$ cat config.mk
export PLATFORM = sky130hd
export DESIGN_NAME = k_smallest_max_heap_flat
export DESIGN_NICKNAME = d
export VERILOG_FILES = /design/src/hw/rtl/ksmh_pkg.sv /design/src/hw/rtl/ksmh_in_if.sv /design/src/hw/rtl/ksmh_out_if.sv /design/src/hw/rtl/k_smallest_max_heap.sv /design/src/hw/rtl/ksmh_ram.sv /design/src/hw/rtl/ksmh_datapath.sv /design/src/hw/rtl/ksmh_ctrl.sv /design/src/flat_wrapper.sv
export VERILOG_INCLUDE_DIRS = /design/src /design/src/hw/rtl
export SDC_FILE = /design/constraint.sdc
export NUM_CORES = 2
export LEC_CHECK = 0
export ABC_CLOCK_PERIOD_IN_PS = 8530
export CAP_MARGIN = 30
export CORE_ASPECT_RATIO = 0.6
export CORE_MARGIN = 2
export CORE_UTILIZATION = 30
export DETAILED_ROUTE_END_ITERATION = 8
export DONT_BUFFER_PORTS = 1
export GPL_TIMING_DRIVEN = 1
export PLACE_DENSITY = 0.51
export SYNTH_ARGS = -nofsm -noshare
export SYNTH_HDL_FRONTEND = slang
export SYNTH_SLANG_ARGS = --single-unit
$ cat constraint.sdc
create_clock -name i_clk -period 8.53 [get_ports i_clk]
set_input_delay 1.706 -clock i_clk [delete_from_list [all_inputs] [get_ports i_clk]]
set_output_delay 1.706 -clock i_clk [all_outputs]
set_load 0.02 [all_outputs]
$ cat src/hw/rtl/k_smallest_max_heap_defines.svh
// Assertion macros used by the k-smallest heap datapath.
`ifndef K_SMALLEST_MAX_HEAP_DEFINES_SVH
`define K_SMALLEST_MAX_HEAP_DEFINES_SVH

// Checks that the consequent holds in the same cycle as the antecedent.
`define KSMH_ASSERT_NOW(label, ante, cons, msg) \
    label: assert property (@(posedge i_clk) disable iff (!i_rst_n) (ante) |-> (cons)) \
        else $error(msg);

// Checks that the consequent holds in the cycle after the antecedent.
`define KSMH_ASSERT_NEXT(label, ante, cons, msg) \
    label: assert property (@(posedge i_clk) disable iff (!i_rst_n) (ante) |=> (cons)) \
        else $error(msg);

`endif

$ cat src/hw/rtl/ksmh_pkg.sv
// Package with the types, codes and widths of the k-smallest heap.
package ksmh_pkg;

    localparam int CAPACITY_DEF = 32;
    localparam int KEY_W        = 32;
    localparam int ID_W         = 32;
    localparam int OP_W         = 2;
    localparam int ST_W         = 3;
    localparam int FILL_W       = 6;
    localparam int K_W          = 6;
    localparam logic [K_W-1:0] K_RESET = 6'd32;

    typedef enum logic [OP_W-1:0] {
        OP_INSERT = 2'd0,
        OP_DRAIN  = 2'd1,
        OP_CLEAR  = 2'd2,
        OP_RSVD   = 2'd3
    } t_op;

    typedef enum logic [ST_W-1:0] {
        ST_APPEND  = 3'd0,
        ST_REPLACE = 3'd1,
        ST_DISCARD = 3'd2,
        ST_DRAINED = 3'd3,
        ST_CLEARED = 3'd4,
        ST_EMPTY   = 3'd5
    } t_status;

    typedef enum logic [4:0] {
        CMD_NONE,
        CMD_LOAD,
        CMD_APPEND,
        CMD_RD_ROOT,
        CMD_DISCARD,
        CMD_CLEAR,
        CMD_EMPTY,
        CMD_SD_INIT,
        CMD_WR_CUR,
        CMD_RD_PAR,
        CMD_UP_MOVE,
        CMD_RD_L,
        CMD_SD_L,
        CMD_SD_R,
        CMD_SD_MOVE,
        CMD_DR_INIT,
        CMD_DR_TMP,
        CMD_DR_SWAP,
        CMD_EM_INIT,
        CMD_EM_RD,
        CMD_EM_OUT,
        CMD_EMIT_ROOT
    } t_cmd;

    typedef struct packed {
        t_op  op;
        logic not_full;
        logic count_zero;
        logic node_zero;
        logic gt_parent;
        logic lt_root;
        logic has_l;
        logic has_r;
        logic big_is_node;
        logic i_zero;
        logic em_last;
        logic drain;
        logic out_free;
    } t_dp_status;

endpackage

$ cat src/hw/rtl/ksmh_in_if.sv
// Input channel interface: one beat carries an operation and a key pair.
interface ksmh_in_if;
    logic                       valid;
    logic                       ready;
    logic [ksmh_pkg::OP_W-1:0]  operation;
    logic [ksmh_pkg::KEY_W-1:0] key_value;
    logic [ksmh_pkg::ID_W-1:0]  item_index;

    modport source (output valid, operation, key_value, item_index, input ready);
    modport sink (input valid, operation, key_value, item_index, output ready);
endinterface

$ cat src/hw/rtl/ksmh_out_if.sv
// Output channel interface: one beat carries one result.
interface ksmh_out_if;
    logic                        valid;
    logic                        ready;
    logic [ksmh_pkg::ST_W-1:0]   status;
    logic [ksmh_pkg::KEY_W-1:0]  out_key;
    logic [ksmh_pkg::ID_W-1:0]   out_index;
    logic [ksmh_pkg::FILL_W-1:0] fill_count;
    logic                        last;

    modport source (output valid, status, out_key, out_index, fill_count, last, input ready);
    modport sink (input valid, status, out_key, out_index, fill_count, last, output ready);
endinterface

$ cat src/hw/rtl/k_smallest_max_heap.sv
// Top level of the bounded max-heap that keeps the k smallest key pairs.
// An insert appends and sifts up, replaces the root and sifts down, or is discarded; clear,
// an empty drain and reserved code 3 give one result beat. A drain of n entries runs n - 1
// heap-sort passes, then sends one beat per entry. The next beat is taken only after the
// result is loaded. Reset (synchronous, active low) empties the heap and sets k to 32; RAM
// contents stay as is.
module k_smallest_max_heap #(
    parameter int CAPACITY = ksmh_pkg::CAPACITY_DEF
) (
    input  logic                     i_clk,
    input  logic                     i_rst_n,
    ksmh_in_if.sink                  i_in,
    ksmh_out_if.source               o_out,
    input  logic                     i_cfg_we,
    input  logic [ksmh_pkg::K_W-1:0] i_cfg_wdata
);
    // The controller and datapath talk only through a command and a status word.
    ksmh_pkg::t_cmd       w_cmd;
    ksmh_pkg::t_dp_status w_status;
    logic                 w_in_ready;

    // An input beat is taken only while the controller is idle; the output
    // register lets a finished result wait while the next beat is accepted.
    assign i_in.ready = w_in_ready;

    ksmh_ctrl u_ctrl (
        .i_clk      (i_clk),
        .i_rst_n    (i_rst_n),
        .i_in_valid (i_in.valid),
        .o_in_ready (w_in_ready),
        .i_status   (w_status),
        .o_cmd      (w_cmd)
    );

    // The datapath holds the heap RAM, the sift registers, the count, the k
    // register and the output register.
    ksmh_datapath #(.CAPACITY(CAPACITY)) u_dp (
        .i_clk        (i_clk),
        .i_rst_n      (i_rst_n),
        .i_operation  (i_in.operation),
        .i_key_value  (i_in.key_value),
        .i_item_index (i_in.item_index),
        .i_cfg_we     (i_cfg_we),
        .i_cfg_wdata  (i_cfg_wdata),
        .i_cmd        (w_cmd),
        .o_status     (w_status),
        .o_out        (o_out)
    );
endmodule

$ cat src/hw/rtl/ksmh_ram.sv
// Generic single-write, single-read RAM with registered read data.
module ksmh_ram #(
    parameter int WIDTH = 64,
    parameter int DEPTH = 32
) (
    input  logic                     i_clk,
    input  logic                     i_we,
    input  logic [$clog2(DEPTH)-1:0] i_waddr,
    input  logic [WIDTH-1:0]         i_wdata,
    input  logic                     i_re,
    input  logic [$clog2(DEPTH)-1:0] i_raddr,
    output logic [WIDTH-1:0]         o_rdata
);
    logic [WIDTH-1:0] r_mem [DEPTH];
    logic [WIDTH-1:0] r_rdata;

    always_ff @(posedge i_clk) begin
        if (i_we) begin
            r_mem[i_waddr] <= i_wdata;
        end
        if (i_re) begin
            r_rdata <= r_mem[i_raddr];
        end
    end

    assign o_rdata = r_rdata;
endmodule

$ cat src/hw/rtl/ksmh_datapath.sv
// Datapath: heap RAM, sift registers, fill count, config and output register.
`include "k_smallest_max_heap_defines.svh"
module ksmh_datapath #(
    parameter int CAPACITY = ksmh_pkg::CAPACITY_DEF
) (
    input  logic                        i_clk,
    input  logic                        i_rst_n,
    input  logic [ksmh_pkg::OP_W-1:0]   i_operation,
    input  logic [ksmh_pkg::KEY_W-1:0]  i_key_value,
    input  logic [ksmh_pkg::ID_W-1:0]   i_item_index,
    input  logic                        i_cfg_we,
    input  logic [ksmh_pkg::K_W-1:0]    i_cfg_wdata,
    input  ksmh_pkg::t_cmd              i_cmd,
    output ksmh_pkg::t_dp_status        o_status,
    ksmh_out_if.source                  o_out
);
    localparam int AW = $clog2(CAPACITY);
    localparam int CW = $clog2(CAPACITY + 1);
    localparam int LW = AW + 2;
    localparam int KW = ksmh_pkg::KEY_W;
    localparam int IW = ksmh_pkg::ID_W;

    logic [ksmh_pkg::K_W-1:0] r_k, n_k;
    logic [CW-1:0]            r_count, n_count;
    ksmh_pkg::t_op            r_op, n_op;
    ksmh_pkg::t_status        r_status, n_status;
    logic [KW-1:0]            r_cur_key, n_cur_key, r_big_key, n_big_key, r_tmp_key, n_tmp_key;
    logic [IW-1:0]            r_cur_id, n_cur_id, r_big_id, n_big_id, r_tmp_id, n_tmp_id;
    logic [AW-1:0]            r_big_idx, n_big_idx, r_node, n_node, r_i, n_i;
    logic [CW-1:0]            r_bound, n_bound, r_n, n_n;

    logic                          r_out_valid, n_out_valid;
    ksmh_pkg::t_status             r_out_status, n_out_status;
    logic [KW-1:0]                 r_out_key, n_out_key;
    logic [IW-1:0]                 r_out_id, n_out_id;
    logic [ksmh_pkg::FILL_W-1:0]   r_out_fill, n_out_fill;
    logic                          r_out_last, n_out_last;
    logic                          w_out_load;

    logic                 ram_we, ram_re;
    logic [AW-1:0]        ram_waddr, ram_raddr;
    logic [KW+IW-1:0]     ram_wdata, ram_rdata;
    logic [KW-1:0]        rd_key;
    logic [IW-1:0]        rd_id;

    logic [CW-1:0]        w_eff_k;
    logic [LW-1:0]        w_l, w_r;
    logic [AW-1:0]        w_parent;
    logic                 w_out_free;

    ksmh_ram #(.WIDTH(KW + IW), .DEPTH(CAPACITY)) u_ram (
        .i_clk   (i_clk),
        .i_we    (ram_we),
        .i_waddr (ram_waddr),
        .i_wdata (ram_wdata),
        .i_re    (ram_re),
        .i_raddr (ram_raddr),
        .o_rdata (ram_rdata)
    );

    assign rd_key = ram_rdata[KW+IW-1:IW];
    assign rd_id  = ram_rdata[IW-1:0];

    // A k of zero acts as one, a k above the capacity as the capacity.
    always_comb begin
        if (r_k == '0) begin
            w_eff_k = CW'(1);
        end else if (int'(r_k) > CAPACITY) begin
            w_eff_k = CW'(CAPACITY);
        end else begin
            w_eff_k = CW'(r_k);
        end
    end

    assign w_l        = LW'({r_node, 1'b1});
    assign w_r        = w_l + LW'(1);
    assign w_parent   = (r_node - AW'(1)) >> 1;
    assign w_out_free = !r_out_valid || o_out.ready;

    always_comb begin
        o_status.op          = r_op;
        o_status.not_full    = r_count < w_eff_k;
        o_status.count_zero  = r_count == '0;
        o_status.node_zero   = r_node == '0;
        o_status.gt_parent   = r_cur_key > rd_key;
        o_status.lt_root     = r_cur_key < rd_key;
        o_status.has_l       = w_l < LW'(r_bound);
        o_status.has_r       = w_r < LW'(r_bound);
        o_status.big_is_node = r_big_idx == r_node;
        o_status.i_zero      = r_i == '0;
        o_status.em_last     = (CW'(r_i) + CW'(1)) == r_n;
        o_status.drain       = r_op == ksmh_pkg::OP_DRAIN;
        o_status.out_free    = w_out_free;
    end

    always_comb begin
        n_k = r_k;  n_count = r_count;  n_op = r_op;  n_status = r_status;
        n_cur_key = r_cur_key;  n_cur_id = r_cur_id;
        n_big_key = r_big_key;  n_big_id = r_big_id;  n_big_idx = r_big_idx;
        n_tmp_key = r_tmp_key;  n_tmp_id = r_tmp_id;
        n_node = r_node;  n_bound = r_bound;  n_i = r_i;  n_n = r_n;
        n_out_status = r_out_status;  n_out_key = r_out_key;  n_out_id = r_out_id;
        n_out_fill = r_out_fill;  n_out_last = r_out_last;
        w_out_load = 1'b0;
        ram_we = 1'b0;  ram_waddr = r_node;  ram_wdata = {r_cur_key, r_cur_id};
        ram_re = 1'b0;  ram_raddr = '0;

        if (i_cfg_we) begin
            n_k = i_cfg_wdata;
        end

        unique case (i_cmd)
            ksmh_pkg::CMD_LOAD: begin
                n_op      = ksmh_pkg::t_op'(i_operation);
                n_cur_key = i_key_value;
                n_cur_id  = i_item_index;
            end
            ksmh_pkg::CMD_APPEND: begin
                n_node   = AW'(r_count);
                n_count  = r_count + CW'(1);
                n_status = ksmh_pkg::ST_APPEND;
            end
            ksmh_pkg::CMD_RD_ROOT: begin
                ram_re = 1'b1;
            end
            ksmh_pkg::CMD_DISCARD: begin
                n_status = ksmh_pkg::ST_DISCARD;
            end
            ksmh_pkg::CMD_CLEAR: begin
                n_count  = '0;
                n_status = ksmh_pkg::ST_CLEARED;
            end
            ksmh_pkg::CMD_EMPTY: begin
                n_status = ksmh_pkg::ST_EMPTY;
            end
            ksmh_pkg::CMD_SD_INIT: begin
                n_node   = '0;
                n_bound  = r_count;
                n_status = ksmh_pkg::ST_REPLACE;
            end
            ksmh_pkg::CMD_WR_CUR: begin
                ram_we = 1'b1;
            end
            ksmh_pkg::CMD_RD_PAR: begin
                ram_re    = 1'b1;
                ram_raddr = w_parent;
            end
            ksmh_pkg::CMD_UP_MOVE: begin
                ram_we    = 1'b1;
                ram_wdata = ram_rdata;
                n_node    = w_parent;
            end
            ksmh_pkg::CMD_RD_L: begin
                n_big_key = r_cur_key;
                n_big_id  = r_cur_id;
                n_big_idx = r_node;
                ram_re    = 1'b1;
                ram_raddr = AW'(w_l);
            end
            ksmh_pkg::CMD_SD_L: begin
                if (rd_key > r_big_key) begin
                    n_big_key = rd_key;
                    n_big_id  = rd_id;
                    n_big_idx = AW'(w_l);
                end
                ram_re    = 1'b1;
                ram_raddr = AW'(w_r);
            end
            ksmh_pkg::CMD_SD_R: begin
                if (rd_key > r_big_key) begin
                    n_big_key = rd_key;
                    n_big_id  = rd_id;
                    n_big_idx = AW'(w_r);
                end
            end
            ksmh_pkg::CMD_SD_MOVE: begin
                ram_we    = 1'b1;
                ram_wdata = {r_big_key, r_big_id};
                n_node    = r_big_idx;
            end
            ksmh_pkg::CMD_DR_INIT: begin
                n_n = r_count;
                n_i = AW'(r_count - CW'(1));
            end
            ksmh_pkg::CMD_DR_TMP: begin
                n_tmp_key = rd_key;
                n_tmp_id  = rd_id;
                ram_re    = 1'b1;
                ram_raddr = r_i;
            end
            ksmh_pkg::CMD_DR_SWAP: begin
                n_cur_key = rd_key;
                n_cur_id  = rd_id;
                ram_we    = 1'b1;
                ram_waddr = r_i;
                ram_wdata = {r_tmp_key, r_tmp_id};
                n_node    = '0;
                n_bound   = CW'(r_i);
                n_i       = r_i - AW'(1);
            end
            ksmh_pkg::CMD_EM_INIT: begin
                n_i = '0;
            end
            ksmh_pkg::CMD_EM_RD: begin
                ram_re    = 1'b1;
                ram_raddr = r_i;
            end
            ksmh_pkg::CMD_EM_OUT: begin
                w_out_load   = 1'b1;
                n_out_status = ksmh_pkg::ST_DRAINED;
                n_out_key    = rd_key;
                n_out_id     = rd_id;
                n_out_fill   = ksmh_pkg::FILL_W'(r_n - CW'(r_i) - CW'(1));
                n_out_last   = o_status.em_last;
                n_i          = r_i + AW'(1);
                if (o_status.em_last) begin
                    n_count = '0;
                end
            end
            ksmh_pkg::CMD_EMIT_ROOT: begin
                w_out_load   = 1'b1;
                n_out_status = r_status;
                n_out_key    = (r_count != '0) ? rd_key : '0;
                n_out_id     = (r_count != '0) ? rd_id : '0;
                n_out_fill   = ksmh_pkg::FILL_W'(r_count);
                n_out_last   = 1'b1;
            end
            default: begin
            end
        endcase

        if (w_out_load) begin
            n_out_valid = 1'b1;
        end else if (o_out.ready) begin
            n_out_valid = 1'b0;
        end else begin
            n_out_valid = r_out_valid;
        end
    end

    always_ff @(posedge i_clk) begin
        if (!i_rst_n) begin
            r_k         <= ksmh_pkg::K_RESET;
            r_count     <= '0;
            r_op        <= ksmh_pkg::OP_INSERT;
            r_status    <= ksmh_pkg::ST_APPEND;
            r_out_valid <= 1'b0;
        end else begin
            r_k         <= n_k;
            r_count     <= n_count;
            r_op        <= n_op;
            r_status    <= n_status;
            r_out_valid <= n_out_valid;
        end
    end

    always_ff @(posedge i_clk) begin
        r_cur_key    <= n_cur_key;
        r_cur_id     <= n_cur_id;
        r_big_key    <= n_big_key;
        r_big_id     <= n_big_id;
        r_big_idx    <= n_big_idx;
        r_tmp_key    <= n_tmp_key;
        r_tmp_id     <= n_tmp_id;
        r_node       <= n_node;
        r_bound      <= n_bound;
        r_i          <= n_i;
        r_n          <= n_n;
        r_out_status <= n_out_status;
        r_out_key    <= n_out_key;
        r_out_id     <= n_out_id;
        r_out_fill   <= n_out_fill;
        r_out_last   <= n_out_last;
    end

    assign o_out.valid      = r_out_valid;
    assign o_out.status     = r_out_status;
    assign o_out.out_key    = r_out_key;
    assign o_out.out_index  = r_out_id;
    assign o_out.fill_count = r_out_fill;
    assign o_out.last       = r_out_last;

    `KSMH_ASSERT_NOW(a_count_bound, 1'b1, r_count <= CW'(CAPACITY), "fill count above capacity")
    `KSMH_ASSERT_NOW(a_append_room, i_cmd == ksmh_pkg::CMD_APPEND, r_count < w_eff_k, "append into a full heap")
    `KSMH_ASSERT_NEXT(a_clear_empties, i_cmd == ksmh_pkg::CMD_CLEAR, r_count == '0, "clear left entries")
    `KSMH_ASSERT_NOW(a_load_free, w_out_load, !r_out_valid || o_out.ready, "result overwrote a waiting beat")
endmodule

$ cat src/hw/rtl/ksmh_ctrl.sv
// Controller state machine that sequences inserts, sift passes, drains and clears.
module ksmh_ctrl (
    input  logic                 i_clk,
    input  logic                 i_rst_n,
    input  logic                 i_in_valid,
    output logic                 o_in_ready,
    input  ksmh_pkg::t_dp_status i_status,
    output ksmh_pkg::t_cmd       o_cmd
);
    typedef enum logic [15:0] {
        S_IDLE     = 16'h0001,
        S_DEC      = 16'h0002,
        S_UP       = 16'h0004,
        S_UP_CMP   = 16'h0008,
        S_CHK_ROOT = 16'h0010,
        S_SD       = 16'h0020,
        S_SD_L     = 16'h0040,
        S_SD_R     = 16'h0080,
        S_SD_DEC   = 16'h0100,
        S_ROOT_RD  = 16'h0200,
        S_ROOT_OUT = 16'h0400,
        S_DR_LOOP  = 16'h0800,
        S_DR_A     = 16'h1000,
        S_DR_B     = 16'h2000,
        S_EM_RD    = 16'h4000,
        S_EM_OUT   = 16'h8000
    } t_state;

    t_state r_state, n_state;
    t_state w_sd_done;

    // Where a finished sift-down returns to.
    assign w_sd_done = i_status.drain ? S_DR_LOOP : S_ROOT_RD;

    always_comb begin
        n_state    = r_state;
        o_cmd      = ksmh_pkg::CMD_NONE;
        o_in_ready = 1'b0;
        unique case (r_state)
            S_IDLE: begin
                o_in_ready = 1'b1;
                if (i_in_valid) begin
                    o_cmd   = ksmh_pkg::CMD_LOAD;
                    n_state = S_DEC;
                end
            end
            S_DEC: begin
                unique case (i_status.op)
                    ksmh_pkg::OP_INSERT: begin
                        if (i_status.not_full) begin
                            o_cmd   = ksmh_pkg::CMD_APPEND;
                            n_state = S_UP;
                        end else begin
                            o_cmd   = ksmh_pkg::CMD_RD_ROOT;
                            n_state = S_CHK_ROOT;
                        end
                    end
                    ksmh_pkg::OP_DRAIN: begin
                        if (i_status.count_zero) begin
                            o_cmd   = ksmh_pkg::CMD_EMPTY;
                            n_state = S_ROOT_OUT;
                        end else begin
                            o_cmd   = ksmh_pkg::CMD_DR_INIT;
                            n_state = S_DR_LOOP;
                        end
                    end
                    ksmh_pkg::OP_CLEAR: begin
                        o_cmd   = ksmh_pkg::CMD_CLEAR;
                        n_state = S_ROOT_OUT;
                    end
                    default: begin
                        o_cmd   = ksmh_pkg::CMD_DISCARD;
                        n_state = S_ROOT_RD;
                    end
                endcase
            end
            S_UP: begin
                if (i_status.node_zero) begin
                    o_cmd   = ksmh_pkg::CMD_WR_CUR;
                    n_state = S_ROOT_RD;
                end else begin
                    o_cmd   = ksmh_pkg::CMD_RD_PAR;
                    n_state = S_UP_CMP;
                end
            end
            S_UP_CMP: begin
                if (i_status.gt_parent) begin
                    o_cmd   = ksmh_pkg::CMD_UP_MOVE;
                    n_state = S_UP;
                end else begin
                    o_cmd   = ksmh_pkg::CMD_WR_CUR;
                    n_state = S_ROOT_RD;
                end
            end
            S_CHK_ROOT: begin
                if (i_status.lt_root) begin
                    o_cmd   = ksmh_pkg::CMD_SD_INIT;
                    n_state = S_SD;
                end else begin
                    o_cmd   = ksmh_pkg::CMD_DISCARD;
                    n_state = S_ROOT_OUT;
                end
            end
            S_SD: begin
                if (i_status.has_l) begin
                    o_cmd   = ksmh_pkg::CMD_RD_L;
                    n_state = S_SD_L;
                end else begin
                    o_cmd   = ksmh_pkg::CMD_WR_CUR;
                    n_state = w_sd_done;
                end
            end
            S_SD_L: begin
                o_cmd   = ksmh_pkg::CMD_SD_L;
                n_state = i_status.has_r ? S_SD_R : S_SD_DEC;
            end
            S_SD_R: begin
                o_cmd   = ksmh_pkg::CMD_SD_R;
                n_state = S_SD_DEC;
            end
            S_SD_DEC: begin
                if (i_status.big_is_node) begin
                    o_cmd   = ksmh_pkg::CMD_WR_CUR;
                    n_state = w_sd_done;
                end else begin
                    o_cmd   = ksmh_pkg::CMD_SD_MOVE;
                    n_state = S_SD;
                end
            end
            S_ROOT_RD: begin
                o_cmd   = ksmh_pkg::CMD_RD_ROOT;
                n_state = S_ROOT_OUT;
            end
            S_ROOT_OUT: begin
                if (i_status.out_free) begin
                    o_cmd   = ksmh_pkg::CMD_EMIT_ROOT;
                    n_state = S_IDLE;
                end
            end
            S_DR_LOOP: begin
                if (i_status.i_zero) begin
                    o_cmd   = ksmh_pkg::CMD_EM_INIT;
                    n_state = S_EM_RD;
                end else begin
                    o_cmd   = ksmh_pkg::CMD_RD_ROOT;
                    n_state = S_DR_A;
                end
            end
            S_DR_A: begin
                o_cmd   = ksmh_pkg::CMD_DR_TMP;
                n_state = S_DR_B;
            end
            S_DR_B: begin
                o_cmd   = ksmh_pkg::CMD_DR_SWAP;
                n_state = S_SD;
            end
            S_EM_RD: begin
                o_cmd   = ksmh_pkg::CMD_EM_RD;
                n_state = S_EM_OUT;
            end
            S_EM_OUT: begin
                if (i_status.out_free) begin
                    o_cmd   = ksmh_pkg::CMD_EM_OUT;
                    n_state = i_status.em_last ? S_IDLE : S_EM_RD;
                end
            end
            default: begin
                n_state = S_IDLE;
            end
        endcase
    end

    always_ff @(posedge i_clk) begin
        if (!i_rst_n) begin
            r_state <= S_IDLE;
        end else begin
            r_state <= n_state;
        end
    end
endmodule

$ cat src/flat_wrapper.sv
// flat-port wrapper written by rule: the top's interface ports become plain ports
module k_smallest_max_heap_flat 
#(
    parameter int CAPACITY = ksmh_pkg::CAPACITY_DEF
)
  (i_clk, i_rst_n, i_cfg_we, i_cfg_wdata, i_in_valid, i_in_operation, i_in_key_value, i_in_item_index, i_in_ready, o_out_valid, o_out_status, o_out_out_key, o_out_out_index, o_out_fill_count, o_out_last, o_out_ready);
  ksmh_in_if i_in_i ();
  ksmh_out_if o_out_i ();
  input  logic i_clk;
  input  logic i_rst_n;
  input  logic i_cfg_we;
  input  logic [ksmh_pkg::K_W-1:0] i_cfg_wdata;
  input wire logic [$bits(i_in_i.valid)-1:0] i_in_valid;
  input wire logic [$bits(i_in_i.operation)-1:0] i_in_operation;
  input wire logic [$bits(i_in_i.key_value)-1:0] i_in_key_value;
  input wire logic [$bits(i_in_i.item_index)-1:0] i_in_item_index;
  output wire logic [$bits(i_in_i.ready)-1:0] i_in_ready;
  output wire logic [$bits(o_out_i.valid)-1:0] o_out_valid;
  output wire logic [$bits(o_out_i.status)-1:0] o_out_status;
  output wire logic [$bits(o_out_i.out_key)-1:0] o_out_out_key;
  output wire logic [$bits(o_out_i.out_index)-1:0] o_out_out_index;
  output wire logic [$bits(o_out_i.fill_count)-1:0] o_out_fill_count;
  output wire logic [$bits(o_out_i.last)-1:0] o_out_last;
  input wire logic [$bits(o_out_i.ready)-1:0] o_out_ready;
  assign i_in_i.valid = i_in_valid;
  assign i_in_i.operation = i_in_operation;
  assign i_in_i.key_value = i_in_key_value;
  assign i_in_i.item_index = i_in_item_index;
  assign i_in_ready = i_in_i.ready;
  assign o_out_valid = o_out_i.valid;
  assign o_out_status = o_out_i.status;
  assign o_out_out_key = o_out_i.out_key;
  assign o_out_out_index = o_out_i.out_index;
  assign o_out_fill_count = o_out_i.fill_count;
  assign o_out_last = o_out_i.last;
  assign o_out_i.ready = o_out_ready;
  k_smallest_max_heap #(.CAPACITY(CAPACITY)) u_core (.i_clk(i_clk), .i_rst_n(i_rst_n), .i_in(i_in_i), .o_out(o_out_i), .i_cfg_we(i_cfg_we), .i_cfg_wdata(i_cfg_wdata));
endmodule
==> flow_metrics.env <==
export IMPL_timing_critical_path_arrival_ns=8.05
export IMPL_floorplan_core_area_mm2=0.3294
export IMPL_global_route_usage_over_all_layers_pct=20.73
export IMPL_postPlaceCellArea_mm2=0.1071
export IMPL_final_setup_tns_ns=0
export IMPL_tritoncts="yes"
export IMPL_number_of_buffers_added_for_setup_after_cts=0
export IMPL_finish_net_count=7043
export IMPL_final_setup_viol_count=0
export IMPL_dominantRegCellSynth="edfxtp_1"
export IMPL_cp_required_ns=8.97
export IMPL_max_root_sink_buffers=4
export IMPL_ctsRootBufferMaster="clkbuf_16"
export IMPL_floorplan_rows=163
export IMPL_grt_start_max_net_pins=124
export IMPL_seq_total_area_yosys_pct=73.25
export IMPL_final_cells=11407
export IMPL_rsz0062_at_grt="false"
export IMPL_synth_edff_count=2405
export IMPL_drt_first_pass_iters=9
export IMPL_routed_via_count=64093
export IMPL_maxCapViolCount=0
export IMPL_drt_antenna_violating_nets=0
export IMPL_mappedNetlistArea_mm2=0.09953
export IMPL_drive_gt1_share_pct=13.71
export IMPL_port_buffers=0
export IMPL_first_global_vias=59613
export IMPL_start_util_pct=30.22
export IMPL_yosys_warnings=0
export IMPL_nFillCells=31398
export IMPL_gp_routability_congestion=0.8779
export IMPL_hold_path_depth=2
export IMPL_worst_r2r_path_depth=16
export IMPL_layout_commonest_cell="edfxtp_1"
export IMPL_netlist_instances=6785
export IMPL_grt_pass1_wl_mm=495.7
export IMPL_clkSinkCount=2439
export IMPL_grt_antenna_before_repair=21
export IMPL_syn_area_per_cell_um2=14.67
export IMPL_post_route_fraction_of_the_period_consumed_by_the_critical_path_pct=89.25
export IMPL_globalRoute_totalOverflow=0
export IMPL_dpl_cell_count=11024
export IMPL_final_max_slew_viol_count=0
export IMPL_max_freq_ghz=0.1314
export IMPL_dieArea_mm2=0.3365
export IMPL_cp_end_kind="flip-flop"
export IMPL_drc=0
export IMPL_final_cell_mix="2405 x edfxtp_1, 1226 x nand2_1, 337 x nand3_1"
export IMPL_area_growth_syn_to_layout_pct=14.38
export IMPL_worstPathMaxFanout=40
export IMPL_run_status="completed"
export IMPL_insertion_delay_ns=0.92
export IMPL_yosys_cell_types_count=99
export IMPL_detailedPlacementHpwl_mm=221.1
export IMPL_hold_path_class="reg -> reg"
export IMPL_number_of_clock_buffers_inserted_by_tritoncts=213
export IMPL_depth_of_the_cts_h_tree=4
export IMPL_max_slew_worst_pin_slew_ns=1.132
export IMPL_avg_wl_per_cell_um=31.71
export IMPL_hold_viol_final=0
export IMPL_slew_headroom_pct=24.34
export IMPL_die_height_um=450.2
export IMPL_finalInstanceArea_mm2=0.1138
export IMPL_postSynth_asyncResetShare_pct=0
export IMPL_die_width_um=747.6
export IMPL_ir_drop_mv=0.1624
export IMPL_hold_worst_slack_ns=0.4928
export IMPL_cts_hold_repair_buffers=0
export IMPL_cts_resized=0
export IMPL_clkSlewWorstSetupHoldPaths_ns=0.08
export IMPL_synth_ff_latch_count=2439
export IMPL_power_density_mw_per_mm2=209.2
export IMPL_routed_wl_mm=361.7
export IMPL_fin_skew_ns=0.07178
export IMPL_postSynthNetCount=6957
export IMPL_drtIter0Drc=11054
export IMPL_io_pins=153
export IMPL_timing_worst_setup_path_type="reg -> reg"
export IMPL_viasPerCell=5.619
export IMPL_start_kind="flip-flop"
export IMPL_layout_min_cycle_time_ns=7.613
export IMPL_power_leakage_nw=37.49
==> layout make-up <==
| cell class | count | area, um^2 | area share (%) |
|---|---|---|---|
| clock inverter | 121 | 1075 | 0.9441 |
| antenna | 2 | 5.005 | 0.004396 |
| inverter | 95 | 357.8 | 0.3143 |
| multi-input combinational | 3829 | 25200 | 22.14 |
| sequential | 2439 | 72900 | 64.04 |
| clock buffer | 256 | 5555 | 4.880 |
| tap | 4372 | 5470 | 4.805 |
| timing repair buffer | 293 | 3273 | 2.875 |
==> metrics by stage <==
stage                     worst slack [ns]  total power (W)  utilization, %
after floorplan                     0.8017          0.01394               -
after global placement              0.4541          0.01428           32.41
after detailed placement             1.152          0.01432           32.53
after CTS                            1.101          0.02388           34.54
after global routing                0.7139          0.02439           34.56
final                               0.9174          0.02382           34.56
==> path summary, 6_finish.rpt <==
| path | start | endpoint | slack [ns] |
|---|---|---|---|
| hold / removal | u_core.u_dp.r_status[2] | u_core.u_dp.r_status[2] | 0.49 |
| setup / recovery | u_core.u_dp.u_ram.o_rdata[49] | u_core.u_dp.u_ram.o_rdata[48] | 0.92 |
| setup reg to reg | u_core.u_dp.u_ram.o_rdata[49] | u_core.u_dp.u_ram.o_rdata[48] | 0.92 |
| hold reg to reg | u_core.u_dp.r_status[2] | u_core.u_dp.r_status[2] | 0.49 |
==> registers in the layout (all words and copies together), names as in the netlist, 5 cells and up <==
register	cells
u_core.u_dp.u_ram.o_rdata	64
u_core.u_dp.r_n	6
u_core.u_dp.r_count	6
u_core.u_dp.o_out.fill_count	6
u_core.u_dp.o_out.out_key	32
u_core.u_dp.o_out.out_index	32
u_core.u_dp.r_cur_id	32
u_core.u_dp.u_ram.r_mem	2048
u_core.u_dp.r_k	6
u_core.u_dp.r_node	5
u_core.u_dp.r_tmp_id	32
u_core.u_dp.r_i	5
u_core.u_dp.r_big_key	32
u_core.u_dp.r_big_id	32
u_core.u_ctrl.r_state	16
u_core.u_dp.r_bound	6
u_core.u_dp.r_big_idx	5
u_core.u_dp.r_tmp_key	32
u_core.u_dp.r_cur_key	32
==> cell usage after synthesis, types with 66 or more instances <==
library cell / instances / share of area, %
edfxtp_1: 2405 / 73
nand2_1: 1228 / 4.6
nand3_1: 342 / 1.7
nor2_1: 323 / 1.2
clkbuf_1: 249 / 0.94
and3_1: 195 / 1.2
mux2i_1: 183 / 1.8
o21ai_0: 133 / 0.67
a211oi_1: 129 / 0.97
a21oi_1: 129 / 0.65
buf_2: 110 / 0.55
mux4_2: 108 / 2.4
nand4_1: 96 / 0.60
inv_1: 95 / 0.36
ha_1: 93 / 1.2
mux2_2: 80 / 0.91
nor3_1: 66 / 0.33
==> worst max-delay path, cell delays in order, from the launching register on <==
cell and delay, ns:
edfxtp_1 0.84, inv_1 0.25, ha_1 0.36, a21oi_1 0.15, o21ai_0 0.23, a22oi_1 0.31
nand2_1 0.15, o211ai_1 0.75, o2111a_2 0.46, xor2_2 0.32, a211oi_4 0.34, buf_12 0.38
buf_4 0.43, mux4_2 0.54, and2_1 0.18, nor4_1 0.75, nand3_1 0.61
==> per-layer routing <==
metal  vias to the layer above  track usage [%]  routed length (um)
met1                     33444            33.32              166300
li1                      26200                -                   -
met2                      4051            27.71              143300
met4                         4            3.679                6780
met5                         -                0                  23
met3                       394            5.459               45190
==> kinds of logic (layout without fill, tap and decap cells) <==
logic type	Yosys count	count (layout)	share of synthesized area, %
adder cells (fa/ha/maj)	95	95	1.209
multiplexers	372	372	5.201
XOR/XNOR	38	38	0.3495
flip-flops	2439	2439	73.25
AO/OA/AOI/OAI	856	856	6.317
buffers and inverters	517	765	2.328
AND/OR/NAND/NOR	2468	2468	11.35
other	0	2	0
==> report_power, final <==
group	total [W]	internal (W)	switching [W]
clock network	0.00975	0.00520	0.00455
logic	0.000703	0.000138	0.000565
registers	0.0134	0.0133	0.0000477
total	0.0238	0.0187	0.00516
Note: power is estimated with default switching activity, not from simulation.
